$ cat src/rtl/core/vpsn_pkg.sv
// types, constants and saturating coordinate helpers for the path segment normalizer
package vpsn_pkg;

   // internal coordinate width; arithmetic saturates to this signed range
   localparam int COORD_W = 32;
   localparam int FIELD_W = 32;
   localparam int WIDE_W  = ((COORD_W > FIELD_W) ? COORD_W : FIELD_W) + 2;

   typedef logic signed [COORD_W-1:0] coord_type;
   typedef logic signed [WIDE_W-1:0]  wide_type;
   typedef logic signed [FIELD_W-1:0] field_type;

   localparam coord_type CMAX = {1'b0, {(COORD_W-1){1'b1}}};
   localparam coord_type CMIN = {1'b1, {(COORD_W-1){1'b0}}};

   typedef enum logic [3:0] {
      K_MOVE    = 4'd0,
      K_LINE    = 4'd1,
      K_HORIZ   = 4'd2,
      K_VERT    = 4'd3,
      K_CUBIC   = 4'd4,
      K_SMOOTH  = 4'd5,
      K_ARC     = 4'd6,
      K_CLOSE   = 4'd7,
      K_REPEAT  = 4'd8,
      K_END     = 4'd9,
      K_UNKNOWN = 4'd10
   } cmd_kind_type;

   typedef enum logic [2:0] {
      S_BEGIN      = 3'd0,
      S_LINE       = 3'd1,
      S_CUBIC      = 3'd2,
      S_ARC        = 3'd3,
      S_END_OPEN   = 3'd4,
      S_END_CLOSED = 3'd5,
      S_DONE       = 3'd6,
      S_ERROR      = 3'd7
   } seg_kind_type;

   typedef struct packed {
      logic [3:0] kind;
      logic       relative;
      field_type  p1_x;
      field_type  p1_y;
      field_type  p2_x;
      field_type  p2_y;
      field_type  end_x;
      field_type  end_y;
      logic       big_arc;
      logic       sweep;
   } req_type;

   typedef struct packed {
      seg_kind_type seg_kind;
      field_type    out_p1_x;
      field_type    out_p1_y;
      field_type    out_p2_x;
      field_type    out_p2_y;
      field_type    out_end_x;
      field_type    out_end_y;
      logic         out_big_arc;
      logic         out_sweep;
      logic         last;
   } rsp_type;

   // status from the segment calculator to the top level
   typedef struct packed {
      logic       halted;
      logic [1:0] count;
   } calc_stat_type;

   function automatic coord_type sat_c(wide_type v);
      if (v > wide_type'(CMAX)) begin
         return CMAX;
      end else if (v < wide_type'(CMIN)) begin
         return CMIN;
      end
      return coord_type'(v[COORD_W-1:0]);
   endfunction

   // absolute or relative operand, saturated
   function automatic coord_type place(field_type v, coord_type base, logic rel);
      coord_type s;
      s = sat_c(wide_type'(v));
      if (rel) begin
         return sat_c(wide_type'(base) + wide_type'(s));
      end
      return s;
   endfunction

   // smooth cubic: twice the current point minus the previous control point
   function automatic coord_type reflect(coord_type cur, coord_type prev);
      coord_type dbl;
      dbl = sat_c(wide_type'(cur) + wide_type'(cur));
      return sat_c(wide_type'(dbl) - wide_type'(prev));
   endfunction

   function automatic coord_type abs_sat(field_type v);
      wide_type w;
      w = wide_type'(v);
      return sat_c((w < 0) ? -w : w);
   endfunction

   function automatic field_type to_field(coord_type c);
      wide_type w;
      w = wide_type'(c);
      return field_type'(w[FIELD_W-1:0]);
   endfunction

endpackage

$ cat src/rtl/core/vpsn_seg_calc.sv
// path state registers and the single-pass segment calculation for one command
module vpsn_seg_calc (
   input  logic                   clock,
   input  logic                   reset,
   input  vpsn_pkg::req_type      cmd,
   input  logic                   commit,
   output vpsn_pkg::rsp_type      res0,
   output vpsn_pkg::rsp_type      res1,
   output vpsn_pkg::calc_stat_type stat
);

   vpsn_pkg::coord_type cur_x_ff, cur_x_in, cur_y_ff, cur_y_in;
   vpsn_pkg::coord_type fig_x_ff, fig_x_in, fig_y_ff, fig_y_in;
   vpsn_pkg::coord_type ctrl_x_ff, ctrl_x_in, ctrl_y_ff, ctrl_y_in;
   logic prev_cubic_ff, prev_cubic_in;
   logic fig_open_ff, fig_open_in;
   logic held_valid_ff, held_valid_in;
   logic [3:0] held_cmd_ff, held_cmd_in;
   logic halted_ff, halted_in;

   logic [3:0] eff;
   vpsn_pkg::coord_type px, py, ax, ay, bx, by;
   logic pre_en, main_en;
   vpsn_pkg::seg_kind_type pre_kind;
   vpsn_pkg::rsp_type main_seg, end_seg;

   always_comb begin
      if (cmd.kind == vpsn_pkg::K_REPEAT) begin
         eff = held_valid_ff ? held_cmd_ff : vpsn_pkg::K_END;
      end else begin
         eff = cmd.kind;
      end

      px = vpsn_pkg::place(cmd.end_x, cur_x_ff, cmd.relative);
      py = vpsn_pkg::place(cmd.end_y, cur_y_ff, cmd.relative);
      bx = vpsn_pkg::place(cmd.p2_x, cur_x_ff, cmd.relative);
      by = vpsn_pkg::place(cmd.p2_y, cur_y_ff, cmd.relative);
      if (eff == vpsn_pkg::K_CUBIC) begin
         ax = vpsn_pkg::place(cmd.p1_x, cur_x_ff, cmd.relative);
         ay = vpsn_pkg::place(cmd.p1_y, cur_y_ff, cmd.relative);
      end else if (prev_cubic_ff) begin
         ax = vpsn_pkg::reflect(cur_x_ff, ctrl_x_ff);
         ay = vpsn_pkg::reflect(cur_y_ff, ctrl_y_ff);
      end else begin
         ax = cur_x_ff;
         ay = cur_y_ff;
      end

      cur_x_in      = cur_x_ff;
      cur_y_in      = cur_y_ff;
      fig_x_in      = fig_x_ff;
      fig_y_in      = fig_y_ff;
      ctrl_x_in     = ctrl_x_ff;
      ctrl_y_in     = ctrl_y_ff;
      prev_cubic_in = prev_cubic_ff;
      fig_open_in   = fig_open_ff;
      held_valid_in = held_valid_ff;
      held_cmd_in   = held_cmd_ff;
      halted_in     = halted_ff;

      pre_en   = 1'b0;
      pre_kind = vpsn_pkg::S_END_OPEN;
      main_en  = 1'b0;
      main_seg = '0;

      case (eff)
         vpsn_pkg::K_MOVE: begin
            pre_en             = fig_open_ff;
            main_en            = 1'b1;
            main_seg.seg_kind  = vpsn_pkg::S_BEGIN;
            main_seg.out_end_x = vpsn_pkg::to_field(px);
            main_seg.out_end_y = vpsn_pkg::to_field(py);
            fig_open_in        = 1'b1;
            cur_x_in           = px;
            cur_y_in           = py;
            fig_x_in           = px;
            fig_y_in           = py;
            prev_cubic_in      = 1'b0;
            held_cmd_in        = vpsn_pkg::K_LINE;
            held_valid_in      = 1'b1;
         end
         vpsn_pkg::K_LINE, vpsn_pkg::K_HORIZ, vpsn_pkg::K_VERT: begin
            if (eff != vpsn_pkg::K_VERT) begin
               cur_x_in = px;
            end
            if (eff != vpsn_pkg::K_HORIZ) begin
               cur_y_in = py;
            end
            main_en            = fig_open_ff;
            main_seg.seg_kind  = vpsn_pkg::S_LINE;
            main_seg.out_end_x = vpsn_pkg::to_field(cur_x_in);
            main_seg.out_end_y = vpsn_pkg::to_field(cur_y_in);
            prev_cubic_in      = 1'b0;
            held_cmd_in        = eff;
            held_valid_in      = 1'b1;
         end
         vpsn_pkg::K_CUBIC, vpsn_pkg::K_SMOOTH: begin
            main_en            = fig_open_ff;
            main_seg.seg_kind  = vpsn_pkg::S_CUBIC;
            main_seg.out_p1_x  = vpsn_pkg::to_field(ax);
            main_seg.out_p1_y  = vpsn_pkg::to_field(ay);
            main_seg.out_p2_x  = vpsn_pkg::to_field(bx);
            main_seg.out_p2_y  = vpsn_pkg::to_field(by);
            main_seg.out_end_x = vpsn_pkg::to_field(px);
            main_seg.out_end_y = vpsn_pkg::to_field(py);
            cur_x_in           = px;
            cur_y_in           = py;
            ctrl_x_in          = bx;
            ctrl_y_in          = by;
            prev_cubic_in      = 1'b1;
            held_cmd_in        = eff;
            held_valid_in      = 1'b1;
         end
         vpsn_pkg::K_ARC: begin
            main_en                = fig_open_ff;
            main_seg.seg_kind      = vpsn_pkg::S_ARC;
            main_seg.out_p1_x      = vpsn_pkg::to_field(vpsn_pkg::abs_sat(cmd.p1_x));
            main_seg.out_p1_y      = vpsn_pkg::to_field(vpsn_pkg::abs_sat(cmd.p1_y));
            main_seg.out_p2_x      = cmd.p2_x;
            main_seg.out_end_x     = vpsn_pkg::to_field(px);
            main_seg.out_end_y     = vpsn_pkg::to_field(py);
            main_seg.out_big_arc   = cmd.big_arc;
            main_seg.out_sweep     = cmd.sweep;
            cur_x_in               = px;
            cur_y_in               = py;
            prev_cubic_in          = 1'b0;
            held_cmd_in            = vpsn_pkg::K_ARC;
            held_valid_in          = 1'b1;
         end
         vpsn_pkg::K_CLOSE: begin
            main_en           = fig_open_ff;
            main_seg.seg_kind = vpsn_pkg::S_END_CLOSED;
            fig_open_in       = 1'b0;
            cur_x_in          = fig_x_ff;
            cur_y_in          = fig_y_ff;
            prev_cubic_in     = 1'b0;
            held_valid_in     = 1'b0;
         end
         vpsn_pkg::K_END: begin
            pre_en            = fig_open_ff;
            main_en           = 1'b1;
            main_seg.seg_kind = vpsn_pkg::S_DONE;
            fig_open_in       = 1'b0;
            halted_in         = 1'b1;
         end
         default: begin
            // unknown and unused kinds stop the stream with an error
            pre_en            = fig_open_ff;
            main_en           = 1'b1;
            main_seg.seg_kind = vpsn_pkg::S_ERROR;
            fig_open_in       = 1'b0;
            halted_in         = 1'b1;
         end
      endcase

      main_seg.last     = 1'b1;
      end_seg           = '0;
      end_seg.seg_kind  = pre_kind;

      if (pre_en) begin
         res0 = end_seg;
         res0.last = !main_en;
         res1 = main_seg;
         stat.count = main_en ? 2'd2 : 2'd1;
      end else begin
         res0 = main_seg;
         res1 = main_seg;
         stat.count = main_en ? 2'd1 : 2'd0;
      end
      stat.halted = halted_ff;
   end

   always_ff @(posedge clock) begin
      if (reset) begin
         cur_x_ff      <= '0;
         cur_y_ff      <= '0;
         fig_x_ff      <= '0;
         fig_y_ff      <= '0;
         ctrl_x_ff     <= '0;
         ctrl_y_ff     <= '0;
         prev_cubic_ff <= 1'b0;
         fig_open_ff   <= 1'b0;
         held_valid_ff <= 1'b0;
         halted_ff     <= 1'b0;
      end else if (commit) begin
         cur_x_ff      <= cur_x_in;
         cur_y_ff      <= cur_y_in;
         fig_x_ff      <= fig_x_in;
         fig_y_ff      <= fig_y_in;
         ctrl_x_ff     <= ctrl_x_in;
         ctrl_y_ff     <= ctrl_y_in;
         prev_cubic_ff <= prev_cubic_in;
         fig_open_ff   <= fig_open_in;
         held_valid_ff <= held_valid_in;
         halted_ff     <= halted_in;
      end
   end

   always_ff @(posedge clock) begin
      if (commit) begin
         held_cmd_ff <= held_cmd_in;
      end
   end

endmodule

$ cat src/rtl/core/vpsn_rsp_buf.sv
// two-entry result buffer that drains the segments of one command in order
module vpsn_rsp_buf (
   input  logic              clock,
   input  logic              reset,
   input  logic              push,
   input  logic [1:0]        push_count,
   input  vpsn_pkg::rsp_type push_res0,
   input  vpsn_pkg::rsp_type push_res1,
   output logic              can_take,
   output logic              rsp_valid,
   input  logic              rsp_ready,
   output vpsn_pkg::rsp_type rsp_data
);

   logic [1:0] count_ff, count_in;
   vpsn_pkg::rsp_type slot0_ff, slot0_in, slot1_ff, slot1_in;
   logic pop;

   always_comb begin
      pop      = rsp_valid && rsp_ready;
      // room once the last buffered segment leaves this cycle
      can_take = (count_ff == 2'd0) || ((count_ff == 2'd1) && rsp_ready);
      count_in = count_ff;
      slot0_in = slot0_ff;
      slot1_in = slot1_ff;
      if (push) begin
         count_in = push_count;
         slot0_in = push_res0;
         slot1_in = push_res1;
      end else if (pop) begin
         count_in = count_ff - 2'd1;
         slot0_in = slot1_ff;
      end
   end

   assign rsp_valid = (count_ff != 2'd0);
   assign rsp_data  = slot0_ff;

   always_ff @(posedge clock) begin
      if (reset) begin
         count_ff <= 2'd0;
      end else begin
         count_ff <= count_in;
      end
   end

   always_ff @(posedge clock) begin
      slot0_ff <= slot0_in;
      slot1_ff <= slot1_in;
   end

endmodule

$ cat src/rtl/core/vector_path_segment_normalizer.sv
// top level of the path segment normalizer: command register, calculator and result buffer
//
//   channel  direction  ports                          payload
//   req      in         req_valid req_ready req_data   vpsn_pkg::req_type
//   rsp      out        rsp_valid rsp_ready rsp_data   vpsn_pkg::rsp_type
//
// a command is registered, then worked out combinationally against the path state
// one command per cycle while each gives at most one segment and the receiver is ready; a command giving two
// segments holds the command register until the result buffer has room again
// synchronous active-high reset clears the path state and empties both registers
// after done or error every later command is taken and dropped until reset
module vector_path_segment_normalizer (
   input  logic              clock,
   input  logic              reset,
   input  logic              req_valid,
   output logic              req_ready,
   input  vpsn_pkg::req_type req_data,
   output logic              rsp_valid,
   input  logic              rsp_ready,
   output vpsn_pkg::rsp_type rsp_data
);

   logic              cmd_valid_ff, cmd_valid_in;
   vpsn_pkg::req_type cmd_ff, cmd_in;
   vpsn_pkg::rsp_type res0, res1;
   vpsn_pkg::calc_stat_type stat;
   logic buf_take, advance, commit, push;

   always_comb begin
      advance      = cmd_valid_ff && (stat.halted || buf_take);
      commit       = cmd_valid_ff && !stat.halted && buf_take;
      push         = commit && (stat.count != 2'd0);
      req_ready    = !cmd_valid_ff || advance;
      cmd_valid_in = cmd_valid_ff;
      cmd_in       = cmd_ff;
      if (req_valid && req_ready) begin
         cmd_valid_in = 1'b1;
         cmd_in       = req_data;
      end else if (advance) begin
         cmd_valid_in = 1'b0;
      end
   end

   always_ff @(posedge clock) begin
      if (reset) begin
         cmd_valid_ff <= 1'b0;
      end else begin
         cmd_valid_ff <= cmd_valid_in;
      end
   end

   always_ff @(posedge clock) begin
      cmd_ff <= cmd_in;
   end

   vpsn_seg_calc u_calc (
      .clock  (clock),
      .reset  (reset),
      .cmd    (cmd_ff),
      .commit (commit),
      .res0   (res0),
      .res1   (res1),
      .stat   (stat)
   );

   vpsn_rsp_buf u_buf (
      .clock      (clock),
      .reset      (reset),
      .push       (push),
      .push_count (stat.count),
      .push_res0  (res0),
      .push_res1  (res1),
      .can_take   (buf_take),
      .rsp_valid  (rsp_valid),
      .rsp_ready  (rsp_ready),
      .rsp_data   (rsp_data)
   );

endmodule

$ cat config.mk
export PLATFORM = sky130hd
export DESIGN_NAME = vector_path_segment_normalizer
export DESIGN_NICKNAME = d
export VERILOG_FILES = /design/src/rtl/core/vpsn_pkg.sv /design/src/rtl/core/vpsn_seg_calc.sv /design/src/rtl/core/vpsn_rsp_buf.sv /design/src/rtl/core/vector_path_segment_normalizer.sv
export SDC_FILE = /design/constraint.sdc
export NUM_CORES = 2
export LEC_CHECK = 0
export BUFFER_PORTS_ARGS = -buffer_cell sky130_fd_sc_hd__buf_2
export CORE_MARGIN = 2
export CORE_UTILIZATION = 35
export CTS_BUF_LIST = sky130_fd_sc_hd__clkbuf_4 sky130_fd_sc_hd__clkbuf_8
export DETAILED_ROUTE_END_ITERATION = 8
export PLACE_DENSITY = 0.57
export SETUP_SLACK_MARGIN = 0.3
export SLEW_MARGIN = 0
export SYNTH_ARGS = -nofsm -noshare
export SYNTH_HDL_FRONTEND = slang
export SYNTH_SLANG_ARGS = --single-unit
$ cat constraint.sdc
create_clock -name clock -period 12.2 [get_ports clock]
set_input_delay 0.61 -clock clock [delete_from_list [all_inputs] [get_ports clock]]
set_output_delay 0.61 -clock clock [all_outputs]
set_load 0.02 [all_outputs]
# Yosys cells after proc, flatten, opt, wreduce, memory -nomap -nowiden
# Cells that the tools add are included.
# word_totals
regBits,797
in_bits,203
output_inout_bits,200
elab_cells,310
# classes
n_addsub,13
order_cmp,38
eq_ne,12
mux,163
n_bitwise,2
reduce_logical,40
# op_table
op,count
32-bit 2-to-1 mux,79
198-bit 2-to-1 mux,3
34-bit by 32-bit greater-than comparator with 1-bit output (second input constant),12
34-bit by 32-bit less-than comparator with 1-bit output (second input constant),12
32-bit by 32-bit adder with 33-bit output,8
32-bit greater-than comparator (second input constant),6
32-bit less-than comparator (second input constant),6
32-bit case mux with 3 select lines,2
96-bit case mux with 2 select lines,1
64-bit case mux with 2 select lines,1
34-bit 2-to-1 mux,2
32-bit negator with 34-bit output,2
32-bit by 32-bit subtractor with 33-bit output,2
32-bit by 1-bit less-than comparator with 1-bit output (second input constant),2
1-bit 2-to-1 mux,63
3-bit case mux with 6 select lines,1
4-bit by 3-bit equality test with 1-bit output (second input constant),4
2-bit AND reduction,8
7-bit OR reduction,2
4-bit case mux with 3 select lines,1
2-bit nonzero test,6
6-bit OR reduction,2
2-bit 2-to-1 mux,5
4-bit by 2-bit equality test with 1-bit output (second input constant),2
19 further kinds,36

# Logic depth before layout (Yosys ltp)
# logic_depth
word_depth,21
depth_mapped,20

# Cells and area by module
# A second synthesis with hierarchy kept.
# unflattened
hier_cells,5898
area_unflattened_um2,54084.4
# modules_own_cells
module,instances,cells_per_inst,area_per_inst_um2,seq_area_each_um2
vpsn_seg_calc,1,5057,33539.7,4043.9
vpsn_rsp_buf,1,635,14507.7,11931.4
vector_path_segment_normalizer,1,206,6037.0,5995.8

# Worst setup path after synthesis
# OpenSTA, ideal clock, no wires.
# synth_path
path_kind,flip-flop to flip-flop
from,register cmd_ff[195] (netlist name)
to,"register u_buf.slot0_ff (netlist bit u_buf.rsp_data[133]), data pin"
setup_time_ns,0.170
arrival_ns,8.488
required_ns,12.030
setup_slack_ns,3.542
path_stages_with_launch,15
path_buffers,3
period_less_slack_ns,8.658
cell_sequence,edfxtp_1 -> nand2b_1 -> nor2_1 -> a31oi_1 -> nand2_1 -> nand2_1 -> clkbuf_1 -> nand2_1 -> ha_1 -> nand2b_1 -> inv_1 -> clkbuf_1 -> clkbuf_1 -> o21ai_0 -> nor2_1
# synth_rtl
item,line,source
"start, declared",vector_path_segment_normalizer.sv:24,"vpsn_pkg::req_type cmd_ff, cmd_in;"
"start signal, assigned",vector_path_segment_normalizer.sv:53,cmd_ff <= cmd_in;
"end signal, assigned",vpsn_rsp_buf.sv:48,slot0_ff <= slot0_in;
"end, declared",vpsn_rsp_buf.sv:16,"vpsn_pkg::rsp_type slot0_ff, slot0_in, slot1_ff, slot1_in;"

==> results.tsv <==
metric	value	unit
status	complete, no violations	
die-width	393	um
drc	0	
worst_pin_slew	1.28	ns
path_max_fanout	31	
maxCapViolCount	0	
clk_pin_slew	0.06	ns
leakage	0.0243	uW
hold-worst-slack	0.216	ns
post_drt_wl_per_cell	27.8	um
root_buffer	clkbuf_8	
syn_nets	6309	
fp.dieH	393	um
ant_nets	0	
fin_nets	6621	
grt_pass1_vias	47600	
async_reset_ff_share	0	%
grt_max_degree	118	
clock_latency	0.92	ns
layout_min_cycle_time	6.37	ns
cts_hold_buf	200	
cts_setup_buffers	0	
hpwl	166000	um
gp_congestion	0.976	
setup_viol	0	
synth_edf_count	598	
path_cells	inv_1 -> ha_1 -> nand2b_1 -> nand2_1 -> ha_1 -> o211ai_1 -> a21o_1 -> a21o_1 -> and4_1 -> o211ai_1 -> and3_1 -> o21a_1 -> a221oi_1 -> a211oi_1 -> nor3_1 -> nor2_1	
fp-row-count	142	
peakVddDrop	0.114	mV
setup_tns	0	ns
ys_seq_area_share	41.5	%
antenna_found_initial	15	
clock_path_buffers	3	
dp_slack	5.95	ns
synth-seq-cells	797	
ys_types	105	
drive_gt1_share	14.2	%
grt_pass1_wl	330000	um
seqCellArea	21900	um2
fin_ws	5.83	ns
syn_area_per_cell	9.08	um2
syn_inst	5820	
start_util	35.2	%
required	12.98	ns
rsz0062_at_grt	false	
cts.sinks	797	
ctsResizeCount	0	
io_buffers	402	
syn2layout_area_growth	16.4	%
slowest_delay	1.03	ns
stdcell_count	8280	
die_area	154000	um2
cts_buffers	153	
fillers	15000	
clock_skew	0.0571	ns
hold_viol_final	0	
crit_type	register to register	
place_inst	7793	
detailroute.via_count	50100	
placed_cell_area	56200	um2
max-slew-margin-rel	14.9	%
synth_warnings	0	
vias_per_cell	6.05	
fin_crit_sh	52.2	%
fmax	0.157	GHz
finalInstanceArea	61500	um2
totalWireLength	230000	um
cp.arrival	7.15	ns
endpoint_kind	register	
htree_levels	4	
grtUsageTotal	29.0	%
grt-ovfl-total	0	
cts_tree	yes	
io_pins	403	
netlist_area	52800	um2
synth_ff_type	edfxtp_1	
drtIter0Drc	5792	
dr.pass1.iters	9	
slowest_stage	nand2b_1	
hp-class	input port to register	
multiInputGateArea	28200	um2
core_area	150000	um2
slew_violations	0	
power.density	189	nW/um2
crit_path_start_kind	register	
==> final cells by class <==
| class | instances | share of cell area [%] |
|---|---|---|
| Clock buffer | 217 | 4.38 |
| Sequential cell | 797 | 35.7 |
| Tap cell | 2016 | 4.10 |
| Timing Repair Buffer | 700 | 7.77 |
| Antenna cell | 4 | 0.0163 |
| Clock inverter | 66 | 1.05 |
| Multi-Input combinational cell | 4287 | 45.8 |
| Inverter | 193 | 1.19 |
==> logic make-up (layout without fill, tap and decap cells) <==
group | count (synthesis) | count (layout) | synth area share [%]
simple gates | 1515 | 1515 | 12.8
buf+inv | 736 | 1176 | 5.36
other cells | 1 | 5 | 0.00710
fa+ha+maj | 306 | 306 | 7.26
compound gates | 2163 | 2163 | 27.9
mux | 27 | 27 | 0.568
flops | 797 | 797 | 41.5
xor+xnor | 275 | 275 | 4.56
==> critical path, delay by kind of cell, from the launching register on <==
| kind | cells | cell delay (ns) |
|---|---|---|
| adder cells (fa/ha/maj) | 2 | 1.39 |
| flip-flops | 1 | 0.33 |
| buffers and inverters | 1 | 0.06 |
| AND/OR/NAND/NOR | 6 | 2.42 |
| AO/OA/AOI/OAI | 7 | 2.02 |
==> layout by cell type, fill, tap and decap left out, types with 58 or more instances in the layout <==
cell	instances
o211ai_1	69
a22o_1	97
nor3_1	77
a211oi_1	169
inv_1	190
a21o_1	148
o21ai_0	397
ha_1	278
nor2_1	513
clkbuf_8	170
edfxtp_1	598
buf_4	96
dfxtp_1	198
a221oi_1	68
xnor2_1	149
a22oi_1	65
xor2_1	126
buf_2	401
a21oi_1	494
nand3_1	74
o21a_1	58
dlygate4sd3_1	200
nand2_1	543
==> registers in the layout (all words and copies together) (netlist names) <==
register	count
u_calc.fig_y_ff	32
u_buf.count_ff	2
u_calc.cur_y_ff	32
u_calc.fig_open_ff	1
cmd_valid_ff	1
u_buf.slot1_ff	197
cmd_ff	199
u_calc.ctrl_y_ff	32
u_calc.ctrl_x_ff	32
u_calc.cur_x_ff	32
u_calc.fig_x_ff	32
u_calc.halted_ff	1
u_buf.rsp_data	198
u_calc.prev_cubic_ff	1
u_calc.held_cmd_ff	4
u_calc.held_valid_ff	1
==> routing by layer <==
| layer | up-vias | part of all wire (%) | global-route usage, % |
|---|---|---|---|
| li1 | 22500 | - | - |
| met1 | 24500 | 44 | 40.8 |
| met2 | 2703 | 42 | 42.3 |
| met3 | 448 | 10 | 7.24 |
| met4 | 6 | 4.1 | 11.6 |
| met5 | - | 0.016 | 0 |
==> Yosys cell counts, drive strengths merged, types with 65 or more instances <==
| master | number | area share (%) |
|---|---|---|
| nor2 | 521 | 3.7 |
| o211ai | 70 | 1.0 |
| a21oi | 498 | 4.7 |
| a22o | 97 | 1.6 |
| edfxtp | 598 | 34 |
| clkbuf | 489 | 3.5 |
| nand2 | 547 | 3.9 |
| a211oi | 172 | 2.5 |
| xnor2 | 149 | 2.5 |
| nor3 | 82 | 0.80 |
| a221oi | 68 | 1.1 |
| xor2 | 126 | 2.1 |
| nand3 | 74 | 0.70 |
| a22oi | 65 | 0.92 |
| o21ai | 429 | 4.1 |
| a21o | 148 | 2.1 |
| inv | 192 | 1.4 |
| dfxtp | 199 | 7.5 |
| ha | 278 | 6.6 |
==> through the flow <==
step	util, %	total power, uW
6_report	41.0	11600
2_1_floorplan	-	6910
4_1_cts	41.0	11600
3_5_place_dp	37.5	8540
5_1_grt	41.0	12200
3_3_place_gp	37.5	8550
==> path summary, 6_finish.rpt <==
kind,from,endpoint,slack (ns),depth (start not counted)
setup reg to reg,u_calc.cur_y_ff[31],u_buf.rsp_data[142],5.83,16
hold / removal,reset,u_calc.ctrl_y_ff[2],0.22,2
setup / recovery,u_calc.cur_y_ff[31],u_buf.rsp_data[142],5.83,16
hold reg to reg,u_calc.fig_y_ff[9],u_calc.fig_y_ff[9],0.46,2
==> power by group <==
group	total (uW)	switching (uW)	internal (uW)
clock network	2950	1320	1630
logic	4840	3200	1630
registers	3840	421	3420
Note: power is estimated with default switching activity, not from simulation.
